[src/rtl/ksa_pkg.sv]
// Shared types, constants and scan code tables for the scan code to ASCII decoder.
package ksa_pkg;

	localparam int unsigned QUEUE_DEPTH_DEF = 2;
	localparam logic [7:0] LED_CMD_RESET = 8'hED;

	localparam logic [7:0] SC_BACKSPACE = 8'h0E;
	localparam logic [7:0] SC_ENTER     = 8'h1C;
	localparam logic [7:0] SC_LSHIFT    = 8'h2A;
	localparam logic [7:0] SC_RSHIFT    = 8'h36;
	localparam logic [7:0] SC_LSHIFT_UP = 8'hAA;
	localparam logic [7:0] SC_RSHIFT_UP = 8'hB6;
	localparam logic [7:0] SC_CAPS      = 8'h3A;
	localparam logic [7:0] SC_NUM       = 8'h45;
	localparam logic [7:0] SC_SCROLL    = 8'h46;
	localparam logic [7:0] SC_ACK       = 8'hFA;
	localparam logic [7:0] SC_RESEND    = 8'hFE;
	localparam logic [7:0] CASE_OFFSET  = 8'h20;
	localparam logic [7:0] ASCII_BS     = 8'h08;
	localparam logic [7:0] ASCII_LF     = 8'h0A;

	localparam logic [2:0] LED_SCROLL = 3'b001;
	localparam logic [2:0] LED_NUM    = 3'b010;
	localparam logic [2:0] LED_CAPS   = 3'b100;

	typedef enum logic [1:0] {
		KIND_CHAR = 2'd0,
		KIND_LED  = 2'd1,
		KIND_KBD  = 2'd2
	} kind_t;

	typedef struct packed {
		kind_t      kind;
		logic [7:0] value;
	} entry_t;

	function automatic logic [7:0] plain_char(input logic [6:0] idx);
		logic [7:0] c;
		c = 8'h00;
		unique case (idx)
			7'h02: c = 8'h31;
			7'h03: c = 8'h32;
			7'h04: c = 8'h33;
			7'h05: c = 8'h34;
			7'h06: c = 8'h35;
			7'h07: c = 8'h36;
			7'h08: c = 8'h37;
			7'h09: c = 8'h38;
			7'h0A: c = 8'h39;
			7'h0B: c = 8'h30;
			7'h0C: c = 8'h2D;
			7'h0D: c = 8'h3D;
			7'h10: c = 8'h51;
			7'h11: c = 8'h57;
			7'h12: c = 8'h45;
			7'h13: c = 8'h52;
			7'h14: c = 8'h54;
			7'h15: c = 8'h59;
			7'h16: c = 8'h55;
			7'h17: c = 8'h49;
			7'h18: c = 8'h4F;
			7'h19: c = 8'h50;
			7'h1A: c = 8'h5B;
			7'h1B: c = 8'h5D;
			7'h1E: c = 8'h41;
			7'h1F: c = 8'h53;
			7'h20: c = 8'h44;
			7'h21: c = 8'h46;
			7'h22: c = 8'h47;
			7'h23: c = 8'h48;
			7'h24: c = 8'h4A;
			7'h25: c = 8'h4B;
			7'h26: c = 8'h4C;
			7'h27: c = 8'h3B;
			7'h28: c = 8'h27;
			7'h29: c = 8'h60;
			7'h2B: c = 8'h5C;
			7'h2C: c = 8'h5A;
			7'h2D: c = 8'h58;
			7'h2E: c = 8'h43;
			7'h2F: c = 8'h56;
			7'h30: c = 8'h42;
			7'h31: c = 8'h4E;
			7'h32: c = 8'h4D;
			7'h33: c = 8'h2C;
			7'h34: c = 8'h2E;
			7'h35: c = 8'h2F;
			7'h37: c = 8'h2A;
			7'h39: c = 8'h20;
			7'h47: c = 8'h37;
			7'h48: c = 8'h38;
			7'h49: c = 8'h39;
			7'h4A: c = 8'h2D;
			7'h4B: c = 8'h34;
			7'h4C: c = 8'h35;
			7'h4D: c = 8'h36;
			7'h4E: c = 8'h2B;
			7'h4F: c = 8'h31;
			7'h50: c = 8'h32;
			7'h51: c = 8'h33;
			7'h52: c = 8'h30;
			7'h53: c = 8'h2E;
			default: c = 8'h00;
		endcase
		return c;
	endfunction

	function automatic logic [7:0] shifted_char(input logic [6:0] idx);
		logic [7:0] c;
		c = plain_char(idx);
		unique case (idx)
			7'h02: c = 8'h21;
			7'h03: c = 8'h40;
			7'h04: c = 8'h23;
			7'h05: c = 8'h24;
			7'h06: c = 8'h25;
			7'h07: c = 8'h5E;
			7'h08: c = 8'h26;
			7'h09: c = 8'h2A;
			7'h0A: c = 8'h28;
			7'h0B: c = 8'h29;
			7'h0C: c = 8'h5F;
			7'h0D: c = 8'h2B;
			7'h1A: c = 8'h7B;
			7'h1B: c = 8'h7D;
			7'h27: c = 8'h3A;
			7'h28: c = 8'h22;
			7'h29: c = 8'h7E;
			7'h2B: c = 8'h7C;
			7'h33: c = 8'h3C;
			7'h34: c = 8'h3E;
			7'h35: c = 8'h3F;
			default: ;
		endcase
		return c;
	endfunction

endpackage

[src/rtl/ksa_front.sv]
// Front end: accepts scan codes, keeps shift/lock/ack state, classifies into queue entries.
module ksa_front
	import ksa_pkg::*;
(
	input  logic       clk,
	input  logic       arst_n,
	input  logic       in_valid,
	output logic       in_ready,
	input  logic [7:0] scan_code,
	input  logic       q_full,
	output logic       q_push,
	output entry_t     q_entry
);

	logic [1:0] shift_q;
	logic [2:0] leds_q;
	logic       ack_wait_q;
	logic [7:0] last_cmd_q;

	logic       take;
	logic [7:0] ch_raw;
	logic [7:0] ch;
	logic       has_result;
	logic [2:0] toggle;
	logic [2:0] leds_nxt;

	assign in_ready = !q_full;
	assign take     = in_valid && in_ready;
	assign leds_nxt = leds_q ^ toggle;

	always_comb begin
		ch_raw = 8'h00;
		if (!scan_code[7]) begin
			ch_raw = (shift_q == 2'b00) ? plain_char(scan_code[6:0])
			                            : shifted_char(scan_code[6:0]);
		end
		ch = ch_raw;
		if (ch_raw >= 8'h41 && ch_raw <= 8'h5A) begin
			if (leds_q[2] == (shift_q != 2'b00)) ch = ch_raw + CASE_OFFSET;
		end
	end

	always_comb begin
		has_result = 1'b0;
		toggle     = 3'b000;
		q_entry    = '{kind: KIND_CHAR, value: ch};
		if (ch != 8'h00) begin
			has_result = 1'b1;
		end else begin
			unique case (scan_code) inside
				SC_BACKSPACE: begin
					has_result    = 1'b1;
					q_entry.value = ASCII_BS;
				end
				SC_ENTER: begin
					has_result    = 1'b1;
					q_entry.value = ASCII_LF;
				end
				SC_CAPS, SC_NUM, SC_SCROLL: begin
					has_result = 1'b1;
					if (scan_code == SC_CAPS) toggle = LED_CAPS;
					else if (scan_code == SC_NUM) toggle = LED_NUM;
					else toggle = LED_SCROLL;
					q_entry = '{kind: KIND_LED, value: {5'b00000, leds_q ^ toggle}};
				end
				SC_RESEND: begin
					has_result = ack_wait_q;
					q_entry    = '{kind: KIND_KBD, value: last_cmd_q};
				end
				default: ;
			endcase
		end
	end

	assign q_push = take && has_result;

	always_ff @(posedge clk or negedge arst_n) begin
		if (!arst_n) begin
			shift_q    <= 2'b00;
			leds_q     <= 3'b000;
			ack_wait_q <= 1'b0;
			last_cmd_q <= 8'h00;
		end else if (take && ch == 8'h00) begin
			case (scan_code) inside
				SC_LSHIFT:    shift_q <= shift_q | 2'b01;
				SC_RSHIFT:    shift_q <= shift_q | 2'b10;
				SC_LSHIFT_UP: shift_q <= shift_q & 2'b10;
				SC_RSHIFT_UP: shift_q <= shift_q & 2'b01;
				SC_ACK:       ack_wait_q <= 1'b0;
				SC_CAPS, SC_NUM, SC_SCROLL: begin
					leds_q     <= leds_nxt;
					last_cmd_q <= {5'b00000, leds_nxt};
					ack_wait_q <= 1'b1;
				end
				default: ;
			endcase
		end
	end

endmodule

[src/rtl/ksa_queue.sv]
// Small register queue between front and back ends.
module ksa_queue
	import ksa_pkg::*;
#(
	parameter int unsigned DEPTH = QUEUE_DEPTH_DEF
) (
	input  logic   clk,
	input  logic   arst_n,
	input  logic   push,
	input  entry_t push_entry,
	output logic   full,
	input  logic   pop,
	output logic   empty,
	output entry_t head
);

	localparam int unsigned PW = (DEPTH > 1) ? $clog2(DEPTH) : 1;
	localparam int unsigned CW = $clog2(DEPTH + 1);
	localparam logic [PW-1:0] LAST_IDX = PW'(DEPTH - 1);

	entry_t          slot_q [DEPTH];
	logic [PW-1:0]   wr_ptr_q;
	logic [PW-1:0]   rd_ptr_q;
	logic [CW-1:0]   count_q;
	logic            do_push;
	logic            do_pop;

	assign full    = (count_q == CW'(DEPTH));
	assign empty   = (count_q == '0);
	assign head    = slot_q[rd_ptr_q];
	assign do_push = push && !full;
	assign do_pop  = pop && !empty;

	always_ff @(posedge clk) begin
		if (do_push) slot_q[wr_ptr_q] <= push_entry;
	end

	always_ff @(posedge clk or negedge arst_n) begin
		if (!arst_n) begin
			wr_ptr_q <= '0;
			rd_ptr_q <= '0;
			count_q  <= '0;
		end else begin
			if (do_push) wr_ptr_q <= (wr_ptr_q == LAST_IDX) ? '0 : wr_ptr_q + 1'b1;
			if (do_pop)  rd_ptr_q <= (rd_ptr_q == LAST_IDX) ? '0 : rd_ptr_q + 1'b1;
			if (do_push && !do_pop)      count_q <= count_q + 1'b1;
			else if (do_pop && !do_push) count_q <= count_q - 1'b1;
		end
	end

endmodule

[src/rtl/ksa_back.sv]
// Back end: expands queue entries into result items and holds the output register.
module ksa_back
	import ksa_pkg::*;
(
	input  logic       clk,
	input  logic       arst_n,
	input  logic       cfg_wr_en,
	input  logic [7:0] cfg_wr_data,
	input  logic       q_empty,
	input  entry_t     q_head,
	output logic       q_pop,
	output logic       out_valid,
	input  logic       out_ready,
	output logic       dest,
	output logic [7:0] value,
	output logic       last
);

	logic [7:0] led_cmd_q;
	logic       out_valid_q;
	logic       dest_q;
	logic [7:0] value_q;
	logic       last_q;
	logic       second_q;
	logic [7:0] led_val_q;
	logic       load;

	assign out_valid = out_valid_q;
	assign dest      = dest_q;
	assign value     = value_q;
	assign last      = last_q;
	assign load      = !out_valid_q || out_ready;
	assign q_pop     = load && !second_q && !q_empty;

	always_ff @(posedge clk or negedge arst_n) begin
		if (!arst_n) begin
			led_cmd_q <= LED_CMD_RESET;
		end else if (cfg_wr_en) begin
			led_cmd_q <= cfg_wr_data;
		end
	end

	always_ff @(posedge clk or negedge arst_n) begin
		if (!arst_n) begin
			out_valid_q <= 1'b0;
			second_q    <= 1'b0;
		end else if (load) begin
			if (second_q) begin
				out_valid_q <= 1'b1;
				second_q    <= 1'b0;
			end else begin
				out_valid_q <= !q_empty;
				second_q    <= !q_empty && (q_head.kind == KIND_LED);
			end
		end
	end

	always_ff @(posedge clk) begin
		if (load) begin
			if (second_q) begin
				dest_q  <= 1'b1;
				value_q <= led_val_q;
				last_q  <= 1'b1;
			end else if (!q_empty) begin
				led_val_q <= q_head.value;
				unique case (q_head.kind)
					KIND_CHAR: begin
						dest_q  <= 1'b0;
						value_q <= q_head.value;
						last_q  <= 1'b1;
					end
					KIND_LED: begin
						dest_q  <= 1'b1;
						value_q <= led_cmd_q;
						last_q  <= 1'b0;
					end
					KIND_KBD: begin
						dest_q  <= 1'b1;
						value_q <= q_head.value;
						last_q  <= 1'b1;
					end
					default: begin
						dest_q  <= 1'b0;
						value_q <= q_head.value;
						last_q  <= 1'b1;
					end
				endcase
			end
		end
	end

endmodule

[src/rtl/keyboard_scancode_to_ascii.sv]
// Top level of the set-1 scan code to ASCII decoder.
//
// Input channel: in_valid/in_ready with one scan code byte per item.
// Output channel: out_valid/out_ready; each item carries dest (0 = character
// for the application, 1 = byte for the keyboard), value and last, which marks
// the final result of an input item. Codes that give no result emit nothing.
// Config: cfg_wr_en/cfg_wr_data write the LED command byte (reset 0xED).
// Path: each entry is written into the queue and then into the output register,
// from which the receiver accepts its results.
// Input: one scan code per cycle while the queue is not full; a lock key
// occupies the single output register for two results (command byte, then LED
// value), and results leave at one per cycle while out_ready is high. A resend
// emits the last LED value while an ack is outstanding.
// Reset clears the shift, lock LED and ack state and empties the queue.
// When the receiver stalls, results wait in the output register and entries
// collect in the queue; in_ready drops once the queue is full.
module keyboard_scancode_to_ascii
	import ksa_pkg::*;
#(
	parameter int unsigned QUEUE_DEPTH = QUEUE_DEPTH_DEF
) (
	input  logic       clk,
	input  logic       arst_n,
	input  logic       cfg_wr_en,
	input  logic [7:0] cfg_wr_data,
	input  logic       in_valid,
	output logic       in_ready,
	input  logic [7:0] scan_code,
	output logic       out_valid,
	input  logic       out_ready,
	output logic       dest,
	output logic [7:0] value,
	output logic       last
);

	logic   q_full;
	logic   q_empty;
	logic   q_push;
	logic   q_pop;
	entry_t q_entry;
	entry_t q_head;

	ksa_front u_front (
		.clk       (clk),
		.arst_n    (arst_n),
		.in_valid  (in_valid),
		.in_ready  (in_ready),
		.scan_code (scan_code),
		.q_full    (q_full),
		.q_push    (q_push),
		.q_entry   (q_entry)
	);

	ksa_queue #(
		.DEPTH (QUEUE_DEPTH)
	) u_queue (
		.clk        (clk),
		.arst_n     (arst_n),
		.push       (q_push),
		.push_entry (q_entry),
		.full       (q_full),
		.pop        (q_pop),
		.empty      (q_empty),
		.head       (q_head)
	);

	ksa_back u_back (
		.clk         (clk),
		.arst_n      (arst_n),
		.cfg_wr_en   (cfg_wr_en),
		.cfg_wr_data (cfg_wr_data),
		.q_empty     (q_empty),
		.q_head      (q_head),
		.q_pop       (q_pop),
		.out_valid   (out_valid),
		.out_ready   (out_ready),
		.dest        (dest),
		.value       (value),
		.last        (last)
	);

endmodule

[config.mk]
export PLATFORM = sky130hd
export DESIGN_NAME = keyboard_scancode_to_ascii
export DESIGN_NICKNAME = d
export VERILOG_FILES = /design/src/rtl/ksa_pkg.sv /design/src/rtl/ksa_front.sv /design/src/rtl/ksa_queue.sv /design/src/rtl/ksa_back.sv /design/src/rtl/keyboard_scancode_to_ascii.sv
export SDC_FILE = /design/constraint.sdc
export NUM_CORES = 1
export LEC_CHECK = 0
export ABC_AREA = 0
export BUFFER_PORTS_ARGS = -buffer_cell sky130_fd_sc_hd__buf_2
export CORE_MARGIN = 2
export CORE_UTILIZATION = 35
export CTS_CLUSTER_DIAMETER = 200
export DETAILED_ROUTE_END_ITERATION = 10
export HOLD_SLACK_MARGIN = 0.15
export PLACE_DENSITY_LB_ADDON = 0.1
export SKIP_LAST_GASP = 1
export SLEW_MARGIN = 20
export SYNTH_ARGS = -nofsm -noshare
export SYNTH_HDL_FRONTEND = slang
export SYNTH_SLANG_ARGS = --single-unit
[constraint.sdc]
create_clock -name clk -period 3.9 [get_ports clk]
set_input_delay 0.39 -clock clk [delete_from_list [all_inputs] [get_ports clk]]
set_output_delay 0.39 -clock clk [all_outputs]
set_load 0.02 [all_outputs]
==> reports/qor.yml <==
drt:
  wl_um: 12700
  drt_iter0_drc: 256
  postRouteAntennaNets: 0
  wire_per_inst_um: 17.6
  firstDrtPassIters: 4
  vias: 3883
  drc: 0
  routed_via_density: 5.37
finish:
  synthToLayoutAreaGrowth_pct: 24.8
  diodes: 0
  nets: 582
  drive_above_1_share_pct: 32.5
  stdcell_count: 723
  postLayoutCoreUtil_pct: 44.3
floorplan:
  core_um2: 12500
  io_pins: 33
  row_count: 41
  start_util_pct: 35.5
  die_w_um: 116
  dieArea_um2: 13600
  die_height_um: 116
critical_path:
  cp-end-kind: "flip-flop"
  critical_path_required_ns: 3.84
  cp_cell_sequence: "buf_2 > clkinv_1 > ha_1 > nor3b_1 > nor4_1 > nor3_1 > o31ai_1 > buf_4 > nand3_1 > a31oi_1 > or3_1 > o31ai_4 > nor2_1"
  critPathSlowestCell: "nor2_1"
  critPathMaxStageDelay_ns: 0.68
  start_kind: "input pin"
  worstSetupPathType: "input pin to flip-flop"
  cp.arrival_ns: 3.57
  critPathMaxFanout: 19
  startpoint: "scan_code[2]"
  r2r-start: "u_front.shift_q[1]"
yosys:
  ys_top_cells_by_count: "edfxtp_1 (38), o21ai_0 (29), nor2_1 (27)"
  synth_edf_count: 38
  synth-xor-area-share_pct: 2.38
  synth_top_area_cell: "edfxtp_1"
  synth_area_leaders: "edfxtp_1 (26%), dfrtp_1 (7.9%), mux2_2 (4.8%)"
  synth_compound_area_share_pct: 23.0
  synthMuxAreaShare_pct: 8.09
  synthAdderAreaFrac_pct: 4.24
  synth_top_area_share_pct: 25.8
  syn_area_per_cell_um2: 9.64
  ys_ff_latch: 58
  synthArstFlopShare_pct: 34.5
  ys_warn_count: 0
  yosysSeqAreaShare_pct: 37.3
  synth_area_um2: 4420
  syn-num-nets: 495
  synth.most_common_cell: "edfxtp_1"
  synthSimpleGateAreaFrac_pct: 18.6
  synthFlopType: "edfxtp_1"
  synth_cells: 459
  synth_top_family_by_area: "compound AO/OA/AOI/OAI gates"
  synthDistinctLibCells: 86
clocking:
  cts_made_buffers: 9
  cts-root-buf: "clkbuf_16"
  htree_levels: 3
  cts_tree: "done"
  clockBufferDepth: 2
  clkTransAtPathRegs_ns: 0.05
  insertion_delay_ns: 0.32
  cts_sinks: 58
global_routing:
  grt_max_degree: 25
  grt_usage_pct: 20.0
  grt_pass1_wl_um: 20800
  grt_pass1_vias: 3878
  antenna_found_initial: 0
  grt_overflow: 0
sta:
  period_minus_slack_ns: 3.63
  finalClockSkew_ns: 0.00450
  fin_tns_setup_ns: 0
  slew_viol_final: 0
  timing.fmax_mhz: 276
  worst_slew_pin_slew_ns: 0.929
  hold_viol_final: 0
  setup_violations: 0
  rsz0062_at_grt: "yes"
  worst_slack_ns: 0.272
  relSlewSlack_pct: 37.8
  fin_crit_sh_pct: 93.0
place:
  dp_cells: 705
  place.gp.congestion: 0.905
  hpwl_um: 9970
  port_buffers: 32
  post-place-ws_ns: -0.128
worst_hold_path:
  min_from: "cfg_wr_data[2]"
  hold_path_class: "input pin to flip-flop"
status:
  status: "completed"
pwr:
  power.density_nw_per_um2: 475
  vdd_ir_drop_max_mv: 0.197
  leakage_nw: 2.22
run:
  drv_cap: 0
==> report_power, final <==
part	leakage, nW	total (mW)	internal (mW)	switching, mW
Clock	0.139	0.762	0.507	0.255
Sequential	0.594	1.01	0.898	0.109
Combinational	1.48	0.855	0.364	0.491
Total	2.22	2.62	1.77	0.855
==> state kept, by name (all words and copies together) (netlist names) <==
signal,count
u_back.led_val_q,8
u_back.last,1
u_queue.wr_ptr_q,1
u_front.ack_wait_q,1
u_front.leds_q,3
u_back.second_q,1
u_back.led_cmd_q,8
u_front.shift_q,2
u_queue.rd_ptr_q,1
u_queue.slot_q,20
u_back.out_valid,1
u_queue.count_q,2
u_back.dest,1
u_back.value,8
==> worst max-delay path: cells and delay by family <==
family	cells	cell delay (ns)
buf+inv	3	0.81
simple gates	6	1.40
compound gates	3	0.67
fa+ha+maj	1	0.28
==> metal layers <==
layer	track usage, %	vias up	wire (µm)
met5	0	-	0
met3	2.18	13	331
li1	-	1904	-
met4	6.67	0	155
met2	34.8	76	6470
met1	25.9	1890	5760
==> cells by family after synthesis <==
group / Yosys count
xor+xnor: 12
simple gates: 148
buf+inv: 51
fa+ha+maj: 15
mux: 32
flops: 58
compound gates: 143
==> timing repair <==
| item | in CTS | in global routing |
|---|---|---|
| hold buffers | 1 | 0 |
| hold endpoints to repair | 14 | 0 |
| gates resized for setup | 0 | 3 |
| setup endpoints to repair | 0 | 23 |
| buffers inserted | 0 | 1 |
==> path summary, 6_finish.rpt <==
path                                              to  slack, ns  cells past startpoint
min in group asynchronous         u_queue.count_q[1]       0.59                      2
worst min register to register     u_front.leds_q[0]       0.50                      1
max in group asynchronous        u_back.led_cmd_q[6]       2.95                      2
worst min-delay path             u_back.led_cmd_q[2]       0.30                      2
worst max-delay path            u_queue.slot_q[1][6]       0.27                     13
worst max register to register    u_queue.count_q[1]       0.86                     15
==> cells in the final DEF (no fill, tap or decap), types with 3 or more instances in the layout <==
cell       Yosys  routed
nand3b_1       5       5
o211ai_1       5       5
o21ai_0       29      28
buf_2          8      32
nand4_1        3       3
edfxtp_1      38      38
or4_1          3       3
dfrtp_1       14      14
and3_1         4       4
ha_1          15      15
inv_1         15      13
nand2_1       25      25
nor2_1        27      26
mux2_2        19      19
xnor2_1        6       6
buf_4          6      77
nor2b_1        8       8
a21oi_1       23      23
or2_2          3       3
o221ai_1       3       3
clkbuf_16      0       9
o32ai_1        4       4
nand2b_1      17      17
or3_1          3       3
nor3_1        13      13
dfstp_2        6       6
a31oi_1        6       5
and2_1         4       4
a211oi_1       9       9
o22ai_1        5       5
mux2i_1       11      11
o31ai_1       11      10
a211o_1        3       3
o21a_1         8       8
xor2_1         6       6
nand3_1       14      14
nor2_2         2       3
==> area by class of cell <==
cell class	count	area, µm²
fillers	1236	6950
multi-input cells	350	2530
flip-flops and latches	58	1650
repair buffers	111	768
clock buffers	11	243
well taps	172	215
inverters	16	60.1
clock inverters	5	53.8
==> per-stage QoR <==
| stage | power, mW | cell area, µm² | hold slack [ns] |
|---|---|---|---|
| final | 2.62 | 5520 | 0.302 |
| after global routing | 2.79 | 5520 | 0.296 |
| after CTS | 2.66 | 5510 | 0.291 |
| after detailed placement | 1.89 | 5200 | 0.400 |
| after global placement | 1.88 | 5200 | 0.401 |
| after floorplan | 1.59 | 4470 | 0.0944 |
(Power assumes the default switching activity.)
